$ cat src/rtl/wfisd_pkg.sv
`default_nettype none
// ----------------------------------------------------------------------------
// wfisd_pkg: shared types and constants for the word filter / sorted dedup
// Field widths, register indexes, reset values and the command and status
// groups passed between the controller and the datapath.
// ----------------------------------------------------------------------------
package wfisd_pkg;

    // Default sizing
    localparam int TABLE_DEPTH_DEF = 64;
    localparam int KEY_START_DEF   = 2;

    // Word geometry
    localparam int MAX_WORD     = 15;
    localparam int CHARS_LOW_W  = 64;
    localparam int CHARS_HIGH_W = 56;
    localparam int CHARS_W      = CHARS_LOW_W + CHARS_HIGH_W;
    localparam int LEN_IN_W     = 8;
    localparam int LEN_W        = 4;

    // Configuration port
    localparam int CFG_IDX_W  = 2;
    localparam int CFG_DATA_W = 4;

    localparam logic [CFG_IDX_W-1:0] REG_MIN_LENGTH = 2'd0;
    localparam logic [CFG_IDX_W-1:0] REG_MAX_LENGTH = 2'd1;

    localparam logic [LEN_W-1:0] MIN_LEN_RST = 4'd3;
    localparam logic [LEN_W-1:0] MAX_LEN_RST = 4'd15;

    // One table entry; bytes at or beyond the length are zero
    typedef struct packed {
        logic [CHARS_HIGH_W-1:0] chars_high;
        logic [CHARS_LOW_W-1:0]  chars_low;
        logic [LEN_W-1:0]        length;
    } t_entry;

    // Controller to datapath
    typedef struct packed {
        logic rd_en;      // read table entry into the read register
        logic wr_en;      // write table entry
        logic wr_new;     // write the held word (else the read register)
        logic load_word;  // capture the incoming word
        logic out_load;   // load the output register
        logic out_empty;  // output carries no word
        logic out_last;   // final beat of the run
        logic out_ovf;    // overflow flag to report
    } t_cmd;

    // Datapath to controller
    typedef struct packed {
        logic cmp_lt;     // held word sorts before read entry
        logic cmp_eq;     // same key and length
    } t_status;

endpackage
`default_nettype wire

$ cat src/rtl/wfisd_ctrl.sv
`default_nettype none
// ----------------------------------------------------------------------------
// wfisd_ctrl: sequencing state machine
// Filters lengths, scans the table for the insert point, shifts entries up,
// places the new word, and walks the table out at end of list.
// ----------------------------------------------------------------------------
module wfisd_ctrl #(
    parameter int TABLE_DEPTH = wfisd_pkg::TABLE_DEPTH_DEF
) (
    input  wire logic                               i_clk,
    input  wire logic                               i_rst_n,
    input  wire logic                               i_cfg_we,
    input  wire logic [wfisd_pkg::CFG_IDX_W-1:0]    i_cfg_index,
    input  wire logic [wfisd_pkg::CFG_DATA_W-1:0]   i_cfg_data,
    input  wire logic                               i_in_valid,
    output logic                                    o_in_ready,
    input  wire logic [wfisd_pkg::LEN_IN_W-1:0]     i_in_length,
    output logic                                    o_out_valid,
    input  wire logic                               i_out_ready,
    input  wire wfisd_pkg::t_status                 i_status,
    output wfisd_pkg::t_cmd                         o_cmd,
    output logic [$clog2(TABLE_DEPTH)-1:0]          o_rd_addr,
    output logic [$clog2(TABLE_DEPTH)-1:0]          o_wr_addr
);

    localparam int AW = $clog2(TABLE_DEPTH);
    localparam int CW = $clog2(TABLE_DEPTH + 1);

    localparam logic [2:0] S_IDLE   = 3'd0;
    localparam logic [2:0] S_SCAN   = 3'd1;
    localparam logic [2:0] S_INSERT = 3'd2;
    localparam logic [2:0] S_SHIFT  = 3'd3;
    localparam logic [2:0] S_PLACE  = 3'd4;
    localparam logic [2:0] S_EM_RD  = 3'd5;
    localparam logic [2:0] S_EM_LD  = 3'd6;
    localparam logic [2:0] S_EMPTY  = 3'd7;

    logic [2:0]                  r_state, n_state;
    logic [CW-1:0]               r_count, n_count;
    logic                        r_ovf, n_ovf;
    logic [wfisd_pkg::LEN_W-1:0] r_min, n_min;
    logic [wfisd_pkg::LEN_W-1:0] r_max, n_max;
    logic [CW-1:0]               r_addr, n_addr;
    logic                        r_cmp_v, n_cmp_v;
    logic [CW-1:0]               r_pos, n_pos;
    logic [AW-1:0]               r_src, n_src;
    logic [AW-1:0]               r_wr_addr, n_wr_addr;
    logic                        r_wr_pend, n_wr_pend;
    logic                        r_rd_done, n_rd_done;
    logic                        r_out_valid, n_out_valid;

    logic len_ok;
    logic out_free;
    logic emit_last;

    assign o_in_ready  = (r_state == S_IDLE);
    assign o_out_valid = r_out_valid;

    // Configuration writes
    always_comb begin
        n_min = r_min;
        n_max = r_max;
        if (i_cfg_we) begin
            case (i_cfg_index)
                wfisd_pkg::REG_MIN_LENGTH: n_min = i_cfg_data;
                wfisd_pkg::REG_MAX_LENGTH: n_max = i_cfg_data;
                default: ;
            endcase
        end
    end

    // Sequencer
    always_comb begin
        n_state     = r_state;
        n_count     = r_count;
        n_ovf       = r_ovf;
        n_addr      = r_addr;
        n_cmp_v     = r_cmp_v;
        n_pos       = r_pos;
        n_src       = r_src;
        n_wr_addr   = r_wr_addr;
        n_wr_pend   = r_wr_pend;
        n_rd_done   = r_rd_done;
        o_cmd       = '0;
        o_cmd.out_ovf = r_ovf;
        o_rd_addr   = '0;
        o_wr_addr   = '0;

        len_ok = (i_in_length <= wfisd_pkg::LEN_IN_W'(wfisd_pkg::MAX_WORD)) &&
                 (i_in_length >= wfisd_pkg::LEN_IN_W'(r_min)) &&
                 (i_in_length <= wfisd_pkg::LEN_IN_W'(r_max));
        out_free  = !r_out_valid || i_out_ready;
        emit_last = ((CW'(r_src) + CW'(1)) == r_count);

        case (r_state)
            S_IDLE: begin
                if (i_in_valid) begin
                    if (i_in_length == '0) begin
                        n_src   = '0;
                        n_state = (r_count == '0) ? S_EMPTY : S_EM_RD;
                    end else if (len_ok) begin
                        o_cmd.load_word = 1'b1;
                        n_addr  = '0;
                        n_cmp_v = 1'b0;
                        n_state = S_SCAN;
                    end
                end
            end
            // One entry read per cycle; the compare works on the registered read data
            S_SCAN: begin
                if (r_cmp_v && i_status.cmp_eq) begin
                    n_state = S_IDLE;
                end else if (r_cmp_v && i_status.cmp_lt) begin
                    n_pos   = r_addr - CW'(1);
                    n_state = S_INSERT;
                end else if (r_addr == r_count) begin
                    n_pos   = r_count;
                    n_state = S_INSERT;
                end else begin
                    o_cmd.rd_en = 1'b1;
                    o_rd_addr   = r_addr[AW-1:0];
                    n_addr      = r_addr + CW'(1);
                    n_cmp_v     = 1'b1;
                end
            end
            S_INSERT: begin
                if (r_count == CW'(TABLE_DEPTH)) begin
                    n_ovf   = 1'b1;
                    n_state = S_IDLE;
                end else if (r_pos == r_count) begin
                    n_state = S_PLACE;
                end else begin
                    n_src     = AW'(r_count - CW'(1));
                    n_rd_done = 1'b0;
                    n_wr_pend = 1'b0;
                    n_state   = S_SHIFT;
                end
            end
            // Read entry j, write it to j+1 on the next cycle
            S_SHIFT: begin
                if (r_wr_pend) begin
                    o_cmd.wr_en = 1'b1;
                    o_wr_addr   = r_wr_addr;
                end
                if (!r_rd_done) begin
                    o_cmd.rd_en = 1'b1;
                    o_rd_addr   = r_src;
                    n_wr_addr   = r_src + AW'(1);
                    n_wr_pend   = 1'b1;
                    if (CW'(r_src) == r_pos) begin
                        n_rd_done = 1'b1;
                    end else begin
                        n_src = r_src - AW'(1);
                    end
                end else begin
                    n_wr_pend = 1'b0;
                    n_state   = S_PLACE;
                end
            end
            S_PLACE: begin
                o_cmd.wr_en  = 1'b1;
                o_cmd.wr_new = 1'b1;
                o_wr_addr    = r_pos[AW-1:0];
                n_count      = r_count + CW'(1);
                n_state      = S_IDLE;
            end
            S_EM_RD: begin
                o_cmd.rd_en = 1'b1;
                o_rd_addr   = r_src;
                n_state     = S_EM_LD;
            end
            S_EM_LD: begin
                if (out_free) begin
                    o_cmd.out_load = 1'b1;
                    o_cmd.out_last = emit_last;
                    if (emit_last) begin
                        n_count = '0;
                        n_state = S_IDLE;
                    end else begin
                        n_src   = r_src + AW'(1);
                        n_state = S_EM_RD;
                    end
                end
            end
            S_EMPTY: begin
                if (out_free) begin
                    o_cmd.out_load  = 1'b1;
                    o_cmd.out_empty = 1'b1;
                    o_cmd.out_last  = 1'b1;
                    n_state         = S_IDLE;
                end
            end
            default: begin
                n_state = S_IDLE;
            end
        endcase

        // Output register occupancy
        if (o_cmd.out_load) begin
            n_out_valid = 1'b1;
        end else if (i_out_ready) begin
            n_out_valid = 1'b0;
        end else begin
            n_out_valid = r_out_valid;
        end
    end

    always_ff @(posedge i_clk) begin
        if (!i_rst_n) begin
            r_state     <= S_IDLE;
            r_count     <= '0;
            r_ovf       <= 1'b0;
            r_min       <= wfisd_pkg::MIN_LEN_RST;
            r_max       <= wfisd_pkg::MAX_LEN_RST;
            r_cmp_v     <= 1'b0;
            r_wr_pend   <= 1'b0;
            r_rd_done   <= 1'b0;
            r_out_valid <= 1'b0;
        end else begin
            r_state     <= n_state;
            r_count     <= n_count;
            r_ovf       <= n_ovf;
            r_min       <= n_min;
            r_max       <= n_max;
            r_cmp_v     <= n_cmp_v;
            r_wr_pend   <= n_wr_pend;
            r_rd_done   <= n_rd_done;
            r_out_valid <= n_out_valid;
        end
    end

    // Addresses and indexes
    always_ff @(posedge i_clk) begin
        r_addr    <= n_addr;
        r_pos     <= n_pos;
        r_src     <= n_src;
        r_wr_addr <= n_wr_addr;
    end

`ifndef SYNTHESIS
    a_count_bound: assert property (@(posedge i_clk) disable iff (!i_rst_n)
        r_count <= CW'(TABLE_DEPTH))
        else $error("entry count beyond table depth");

    a_ovf_sticky: assert property (@(posedge i_clk) disable iff (!i_rst_n)
        r_ovf |=> r_ovf)
        else $error("overflow flag cleared outside reset");

    a_load_when_free: assert property (@(posedge i_clk) disable iff (!i_rst_n)
        o_cmd.out_load |-> (!r_out_valid || i_out_ready))
        else $error("output register overwritten while stalled");

    a_idle_no_write: assert property (@(posedge i_clk) disable iff (!i_rst_n)
        (r_state == S_IDLE) |-> !o_cmd.wr_en)
        else $error("table write while idle");

    a_shift_range: assert property (@(posedge i_clk) disable iff (!i_rst_n)
        (r_state == S_SHIFT && !r_rd_done) |-> (CW'(r_src) >= r_pos))
        else $error("shift source below insert point");
`endif

endmodule
`default_nettype wire
$ cat config.mk
export PLATFORM = sky130hd
export DESIGN_NAME = wfisd_ctrl
export DESIGN_NICKNAME = d
export VERILOG_FILES = /design/src/rtl/wfisd_pkg.sv /design/src/rtl/wfisd_ctrl.sv
export SDC_FILE = /design/constraint.sdc
export NUM_CORES = 1
export LEC_CHECK = 0
export ABC_AREA = 1
export CORE_MARGIN = 2
export CORE_UTILIZATION = 25
export CTS_BUF_LIST = sky130_fd_sc_hd__clkbuf_8
export CTS_CLUSTER_SIZE = 24
export DETAILED_ROUTE_END_ITERATION = 16
export DONT_BUFFER_PORTS = 1
export HOLD_SLACK_MARGIN = 0.15
export MAX_ROUTING_LAYER = met4
export SLEW_MARGIN = 30
export SYNTH_ARGS = -nofsm -noshare
export SYNTH_HDL_FRONTEND = slang
export SYNTH_SLANG_ARGS = --single-unit
$ cat constraint.sdc
create_clock -name i_clk -period 2.7 [get_ports i_clk]
set_input_delay 0.135 -clock i_clk [delete_from_list [all_inputs] [get_ports i_clk]]
set_output_delay 0.135 -clock i_clk [all_outputs]
set_load 0.005 [all_outputs]
== Word-level counts from Yosys, hierarchy flattened ==
Cells that the tools add are included.
Word-level totals
  flip-flop bits (word level): 49
  bits in latches: 0
  bits in writable memories: 0
  bits in read-only memories: 0
  input bits: 21
  output and inout port bits: 22
  memories kept: 0
Operators by class
  add/sub/neg operators: 7
  $mul: 0
  div/mod/pow operators: 0
  $lt $le $gt $ge: 3
  eq/ne operators: 31
  shifts and indexed selects: 0
  multiplexer cells: 75
  bitwise logic cells: 2
  reduce and logical (&&, ||, !) cells: 26
Operator list (number)
  6-bit 2-to-1 mux: 13
  7-bit 2-to-1 mux: 10
  3-bit 2-to-1 mux: 13
  2-bit != test, second input constant: 14
  7-bit one-hot mux with 2 select lines: 2
  1-bit 2-to-1 mux: 25
  3-bit one-hot mux with 8 select lines: 1
  6-bit one-hot mux with 4 select lines: 1
  7-bit equality test: 3
  6-bit one-hot mux with 3 select lines: 1
  7-bit by 1-bit adder with 7-bit output, second input constant: 2
  3-bit equality test, second input constant: 4
  1-bit one-hot mux with 2 select lines: 6
  6-bit one-hot mux with 2 select lines: 1
  6-bit by 1-bit subtractor with 6-bit output, second input constant: 2
  2-bit nonzero test: 5
  3-bit AND reduction: 3
  9-bit AND reduction: 1
  8-bit by 4-bit >= comparator with 1-bit output: 1
  8-bit by 4-bit less-or-equal comparator with 1-bit output: 1
  8-bit by 4-bit less-or-equal comparator with 1-bit output, second input constant: 1
  8-bit logical NOT: 1
  2-bit AND reduction: 4
  6-bit by 1-bit adder with 7-bit output, second input constant: 1
  22 further kinds: 28

== Depth between registers and ports, before layout ==
Gate-level depths: netlist (run 1).
  word-level depth: 7
  depth in mapped cells: 14
  mapped depth without buffers: 14

== Worst setup path before layout (run 1) ==
Ideal clock, no wire load.
  path kind: reg-to-reg
  from: register r_state[2]
  to: register r_pos[0] (enable)
  setup time: 0.382 ns
  arrival: 1.605 ns
  setup slack: 0.713 ns
  cell stages (with the launch flop): 7
  path buffers: 0
  period minus slack after synthesis: 1.987 ns
  cells stage by stage: dfxtp_1 nor2_1 inv_1 nor2_2 inv_2 a21oi_1 a21boi_0
On the way
  word-level cells in the longest chain between the ends: 2
RTL lines
  from (decl): line wfisd_ctrl.sv:38  | logic [2:0] r_state, n_state;
  from (signal assigned): line wfisd_ctrl.sv:220  | r_state <= n_state;
  3-bit by 1-bit equality test with 1-bit output: line wfisd_ctrl.sv:95  | case (r_state)
  3-bit AND reduction (no line)
  to (signal assigned): line wfisd_ctrl.sv:235  | r_pos <= n_pos;
  to (decl): line wfisd_ctrl.sv:45  | logic [CW-1:0] r_pos, n_pos;
No other way between the ends.
A chain may end at the register's enable or synchronous reset.

== Worst setup path after layout (run 1) ==
  from: register r_state[0]
  to: output port o_rd_addr[1]
On the way
  word-level cells in the longest chain between the ends: 2
RTL lines
  3-bit equality test, or another cell as far along: line wfisd_ctrl.sv:95
  6-bit one-hot mux with 3 select lines *: line wfisd_ctrl.sv:95
  to (decl): line wfisd_ctrl.sv:22  | output logic [$clog2(TABLE_DEPTH)-1:0] o_rd_addr,
Mark *: on every way between the ends. The rest lies on a longest branch, timed or not.

==> key figures, run 1 <==
Global routing
  – Largest net degree at the start of global routing: 23
  – Vias in the first global route: 3164
  – Grt ovf: 0
  – GRT Util Overall: 0.1475
  – Wire length of the first global-routing pass: approximately 17 mm
  – Initial antenna violation count: 0

Floorplanning
  – Die area: between 15000 and 20000 um2
  – Die X: between 100 and 150 um
  – Die Y: 123.9 um
  – IO Count: 43
  – Num rows: 43
  – Core area: 13990 um2
  – Initial Util: 0.2571

Setup path
  – Worst-path fanout max: 22
  – Critical path buffers and inverters: 2
  – Arr. time, crit path: 2350 ps
  – Crit-path cells: inv_2 -> nor2_4 -> inv_1 -> nor2_1 -> nor2_1 -> o22ai_1
  – Critical Path RT: between 2000 and 3000 ps
  – Crit path max-delay cell type: dfxtp_1
  – CP peak stage delay: roughly 460 ps
  – CP startpoint kind: flop
  – Worst Setup Path Type: flop to primary output
  – CP delay by family, top: simple AND/OR/NAND/NOR gates
  – CP endpoint kind: primary output
  – Most frequent CP cell: nor2_1

Logic synthesis
  – Mapped Cells: between 500 and 600
  – Synthesized area: around 3600 um2
  – Synth warn: 0
  – Net count after synthesis: approximately 550
  – Post-Syn Area per Cell: roughly 7 um2
  – EDFF count, synth: 26
  – Top_reg_cell synth: edfxtp_1
  – Post-synthesis async set-or-reset flop share: 0
  – #FFs+latches synth: 49
  – Seq/Total Area, Yosys: 0.3452
  – Number of distinct library cells after synthesis: 41

Place
  – Placed cells: between 600 and 700
  – DP HPWL: roughly 7.8 mm
  – IO buf count: 0
  – Place WS: roughly 460 ps
  – Placer Congestion: between 0.8 and 0.9

Power and ir drop
  – Switching power: between 1000 and 1500 uW
  – Pint: approximately 1800 uW
  – Seq pwr share: 0.377
  – Clock network power share: 0.176
  – Leak pwr: ~0.0017 uW
  – Comb power frac: 0.447
  – Peak supply drop: 269.5 uV
  – Power per cell area: 811.3 nW/um2
  – Sw Share: 0.4516

Routing
  – Max layer used: met4
  – Post-route DRC violation count: 0
  – DR WL met3: a little over 600 um
  – Vias/cell: 4.739
  – Met1 Wirelength: approximately 4.6 mm
  – Total Wirelength: between 10 and 15 mm
  – Metal2 WL: 4.820 mm
  – Antenna Nets Post-Route: 0
  – DR vias: between 3000 and 4000
  – 1st-iter DRT viols: 191
  – Post-DR wirelength/cell: 14.55 um
  – Drt pass-1 iters: 5

Timing
  – Worst-margin pin slew: just under 800 ps
  – Final setup viols: 0
  – Worst Skew: approximately 12 ps
  – Max-slew violations: 0
  – Max transition margin: 0.4718
  – Unrepaired setup endpoints after global routing: false
  – Period utilization: 0.9217
  – Final Hold Viols: 0
  – Post-layout minimum cycle time: between 2000 and 2500 ps
  – Setup WS post-layout: 211.4 ps
  – Final TNS setup: 0 ps
  – Fmax: between 400 and 500 MHz

Run
  – Max-cap viol count: 0

Clock tree
  – CTS tree: yes
  – Clk sinks: about 50
  – CTS resizes: 0
  – CTS Buf Count: 5
  – Clk buf depth: 2
  – CTS H-Tree Depth: 2
  – Clock-pin slew on the worst setup and hold paths: ~100 ps
  – Root buffer cell: clkbuf_8
  – Worst-skew pair later-pin latency: about 330 ps

Final layout
  – Fill count: ~1500
  – Area grow syn2layout: 12.28%
  – Fraction of layout cells with a size suffix above 1: 0.07634
  – Final Instance Count excl. Fillers: 704
  – Ant. Diodes: 0
  – Nets: around 560

Min path
  – Worst hold path type: input port to flop

Outcome
  – Outcome: finished clean
[layout make-up]
class	instances	area, um2	share of cell area
Multi-Input combinational cell	369	1963	0.4862
Sequential cell	49	1241	0.3074
Inverter	77	289.0	0.07158
Tap cell	180	225.2	0.05578
Timing Repair Buffer	21	200.2	0.04958
Clock buffer	6	82.58	0.02045
Clock inverter	2	36.28	0.008987
[worst register-to-register path, stage by stage (launching register included)]
cell and delay, ps:
dfxtp_1 460, inv_2 130, nor2_4 450, nand2_1 140, o21ai_2 130, ha_1 180
inv_1 50, nor2_1 130, nand2_1 80, o21ai_0 140, o21ai_0 120
[Yosys cell counts, types with 3 or more instances]
master	n	area, um2
o22ai_1	8	50.05
clkbuf_1	3	11.26
nand2_4	3	33.78
nor4_1	4	25.02
o21ai_2	4	35.03
o21ai_0	24	120.1
buf_2	8	40.04
a31oi_1	3	18.77
buf_4	4	30.03
xor2_1	9	78.83
nor2_1	53	198.9
o21bai_1	3	22.52
a21oi_1	26	130.1
ha_1	14	175.2
xnor2_1	9	78.83
nor3_1	9	45.04
nand4_1	4	25.02
nand3_1	42	210.2
o21ai_1	4	20.02
inv_2	7	26.28
a32o_1	3	30.03
o211ai_1	5	37.54
nand2_1	122	457.9
dfxtp_1	23	460.4
edfxtp_1	26	780.8
inv_1	70	262.8
nand2_2	3	18.77
[worst paths after layout]
path / slack (ps) / startpoint / end / cells past startpoint
setup reg to reg: 450 / r_state[0] / r_src[4] / 10
hold / removal: 180 / i_rst_n / r_wr_pend / 2
setup / recovery: 210 / r_state[0] / o_rd_addr[1] / 6
hold reg to reg: 460 / r_min[2] / r_min[2] / 2
[flip-flops by register name (all words and copies together), names as in the netlist, 3 cells and up]
signal     count
r_addr         7
r_src          6
r_state        3
r_count        7
r_max          4
r_wr_addr      6
r_min          4
r_pos          7
[kinds of logic (layout without fill, tap and decap cells)]
kind of cell | after synthesis | in the layout | synth area share
adder cells (fa/ha/maj) | 14 | 14 | 0.04871
flip-flops | 49 | 49 | 0.3452
buffers and inverters | 95 | 106 | 0.1089
AO/OA/AOI/OAI | 84 | 84 | 0.1402
AND/OR/NAND/NOR | 253 | 253 | 0.3131
XOR/XNOR | 18 | 18 | 0.04384
[power groups by stage]
stage | logic (uW) | registers (uW) | clock network [uW]
detailed placement | 1440 | 1250 | 0
floorplan | 1170 | 1130 | 0
global placement | 1430 | 1240 | 0
CTS | 1460 | 1230 | 590
finish | 1460 | 1240 | 577
global route | 1670 | 1270 | 621
[repair_timing]
| action | in CTS | in global routing |
|---|---|---|
| setup endpoints to repair | 0 | 1 |
| hold buffers | 17 | 0 |
| setup buffers | 0 | 0 |
| endpoints found under the hold margin | 12 | 0 |
[metal layers]
metal / vias up / GRT usage
met5: - / -
met4: 0 / 0.04354
met3: 16 / 0.02930
met2: 91 / 0.2414
met1: 1530 / 0.1850
li1: 1699 / -
[through the flow]
stage                     power, uW  utilization  hold slack [ps]  instance area (um2)
after detailed placement       2685       0.2680            225.0                 3749
after floorplan                2300            -            261.3                 3596
after CTS                      3282       0.2886            178.3                 4038
final                          3276       0.2886            179.7                 4038
after global placement         2668       0.2680            221.3                 3749
after global routing           3559       0.2886            217.2                 4038
[placed cells by master, fill, tap and decap left out, types with 14 or more instances in the layout]
cell type / synthesis / routed
ha_1: 14 / 14
nand3_1: 42 / 42
dfxtp_1: 23 / 23
dlygate4sd3_1: 0 / 17
a21oi_1: 26 / 26
nand2_1: 122 / 122
edfxtp_1: 26 / 26
nor2_1: 53 / 53
inv_1: 70 / 70
o21ai_0: 24 / 24
Power figures use the tool's default switching activity.
==> run 2: changes to the inputs <==
--- a/config.mk
+++ b/config.mk
@@ -7,7 +7,7 @@
 export LEC_CHECK = 0
 export ABC_AREA = 1
 export CORE_MARGIN = 2
-export CORE_UTILIZATION = 25
+export CORE_UTILIZATION = 50
 export CTS_BUF_LIST = sky130_fd_sc_hd__clkbuf_8
 export CTS_CLUSTER_SIZE = 24
 export DETAILED_ROUTE_END_ITERATION = 16
==> run 2 against run 1 <==
Against the previous run: power fell by 3.4%; utilization rose by 28 points; sequential share of layout area rose by 1.1 points; register-to-register slack got worse by 40 ps; clock skew rose by 6.2 ps; die area fell by 49%; combinational power barely moved; clock power fell by 20%; non-clock buffer count did not move; routed wire length fell by 5.1%; via count rose by 0.45%; hold slack got worse by 1.9 ps; critical endpoint is now o_cmd[1].
==> key figures, run 2 (same netlist as run 1, synthesis figures left out) <==
Setup path
  – FF-to-FF setup slack: between 400 and 500 ps
  – Worst Setup Path Type: flop to primary output
  – Worst-path fanout max: 8
  – Critical Path RT: between 2000 and 3000 ps
  – CP endpoint kind: primary output
  – Arr. time, crit path: 2180 ps
  – CP startpoint kind: flop

Clock tree
  – Clock-pin slew on the worst setup and hold paths: 90 ps
  – CTS H-Tree Depth: 2
  – Post-CTS Hold Fix Bufs: 15
  – CTS resizes: 0
  – Setup bufs post-CTS: 0
  – Worst-skew pair later-pin latency: roughly 310 ps
  – Clk buf depth: 2
  – Root buffer cell: clkbuf_8
  – CTS tree: yes
  – CTS Buf Count: 5
  – Clk sinks: 49

Floorplanning
  – Initial Util: 0.5235
  – IO Count: 43
  – Core area: roughly 6900 um2
  – Die X: 88.81 um
  – Die Y: roughly 89 um
  – Num rows: 30
  – Die area: 7886 um2

Timing
  – Hold slack: between 150 and 200 ps
  – Max-slew violations: 0
  – Period utilization: 0.8570
  – Worst-margin pin slew: approximately 760 ps
  – Max transition margin: 0.4918
  – Final setup viols: 0
  – Post-layout minimum cycle time: roughly 2300 ps
  – Unrepaired setup endpoints after global routing: false
  – Final TNS setup: 0 ps
  – Worst Skew: about 18 ps
  – Final Hold Viols: 0
  – Fmax: approximately 430 MHz

Global routing
  – Wire length of the first global-routing pass: between 15 and 20 mm
  – GRT Util Overall: 0.2739
  – GRT met2 Usage: 0.4403
  – Largest net degree at the start of global routing: 16
  – Met3 global-route usage: 0.04104
  – GRT Max-Usage Layer: met2
  – Vias in the first global route: approximately 3200
  – GRT met1 Usage: 0.3569
  – Grt ovf: 0
  – Initial antenna violation count: 0

Routing
  – Vias/cell: 5.405
  – Post-route DRC violation count: 0
  – Drt pass-1 iters: 5
  – Total Wirelength: approximately 10 mm
  – Antenna Nets Post-Route: 0
  – DR vias: ~3400
  – 1st-iter DRT viols: between 200 and 250
  – Post-DR wirelength/cell: 15.68 um

Final layout
  – Ant. Diodes: 0
  – Largest regs: r_addr (7), r_count (7), r_pos (7)
  – Fraction of layout cells with a size suffix above 1: 0.07824
  – Area grow syn2layout: 8.525%
  – Final Instance Count excl. Fillers: 620
  – Design area: approximately 3900 um2
  – Commonest cells after routing, fill and taps aside: nand2_1, inv_1, nor2_1
  – Commonest non-fill, non-tap cell in the layout: nand2_1
  – Nets: around 560

Power and ir drop
  – Power per cell area: between 800 and 900 nW/um2
  – Peak supply drop: roughly 500 uV
  – Leak pwr: around 0.0017 uW

Place
  – Placer Congestion: around 0.94
  – Placed inst area: 3659 um2
  – DP HPWL: about 7.5 mm
  – IO buf count: 0
  – Placed cells: between 500 and 600

Outcome
  – Outcome: finished clean

Run
  – Max-cap viol count: 0

Min path
  – Worst hold path type: input port to flop
[run 2: changes by cell type in the layout (fill, tap and decap cells not counted), sizes merged]
cell         delta
buf             +2
dlygate4sd3     -2
clkinvlp        +1
bufinv          -1
[run 2: worst paths after layout]
kind	cells after the start	from	to
worst max-delay path	10	r_src[0]	o_cmd[1]
worst min-delay path	2	i_cfg_index[1]	r_max[3]
worst max register to register	11	r_state[0]	r_src[4]
worst min register to register	2	r_ovf	r_ovf
[run 2: stage by stage]
stage | setup slack [ps] | util | power (uW)
CTS | 368.9 | 0.5681 | 3169
global route | 140.4 | 0.5681 | 3430
global placement | 459.8 | 0.5326 | 2699
detailed placement | 425.3 | 0.5326 | 2689
finish | 386.0 | 0.5681 | 3163
floorplan | 712.9 | - | 2300
[run 2: cell type report]
cell class                      instances  area (um2)
Timing Repair Buffer                   21       195.2
Fill cell                             672        2967
Sequential cell                        49        1241
Multi-Input combinational cell        369        1963
Tap cell                               96       120.1
Inverter                               77       289.0
Clock inverter                          2       11.26
Clock buffer                            6       82.58
[run 2: layer usage]
metal / routed length, um / share of wire
met1: 4469 / 0.46
met2: 4526 / 0.47
met4: 244 / 0.025
met5: 0 / 0
met3: 481 / 0.049
[run 2: power by group]
group,internal [uW],total (uW),switching [uW]
Sequential,1000,1220,215
Combinational,498,1480,984
Clock,205,461,256
[run 2: worst max-delay path: stages (launching register included)]
cell	delay [ps]
edfxtp_1	530
ha_1	400
xnor2_1	150
nand2_1	70
nor2_1	110
nand2_1	50
nor2_1	90
nand2_1	110
nor2_1	100
inv_1	60
a21oi_1	200
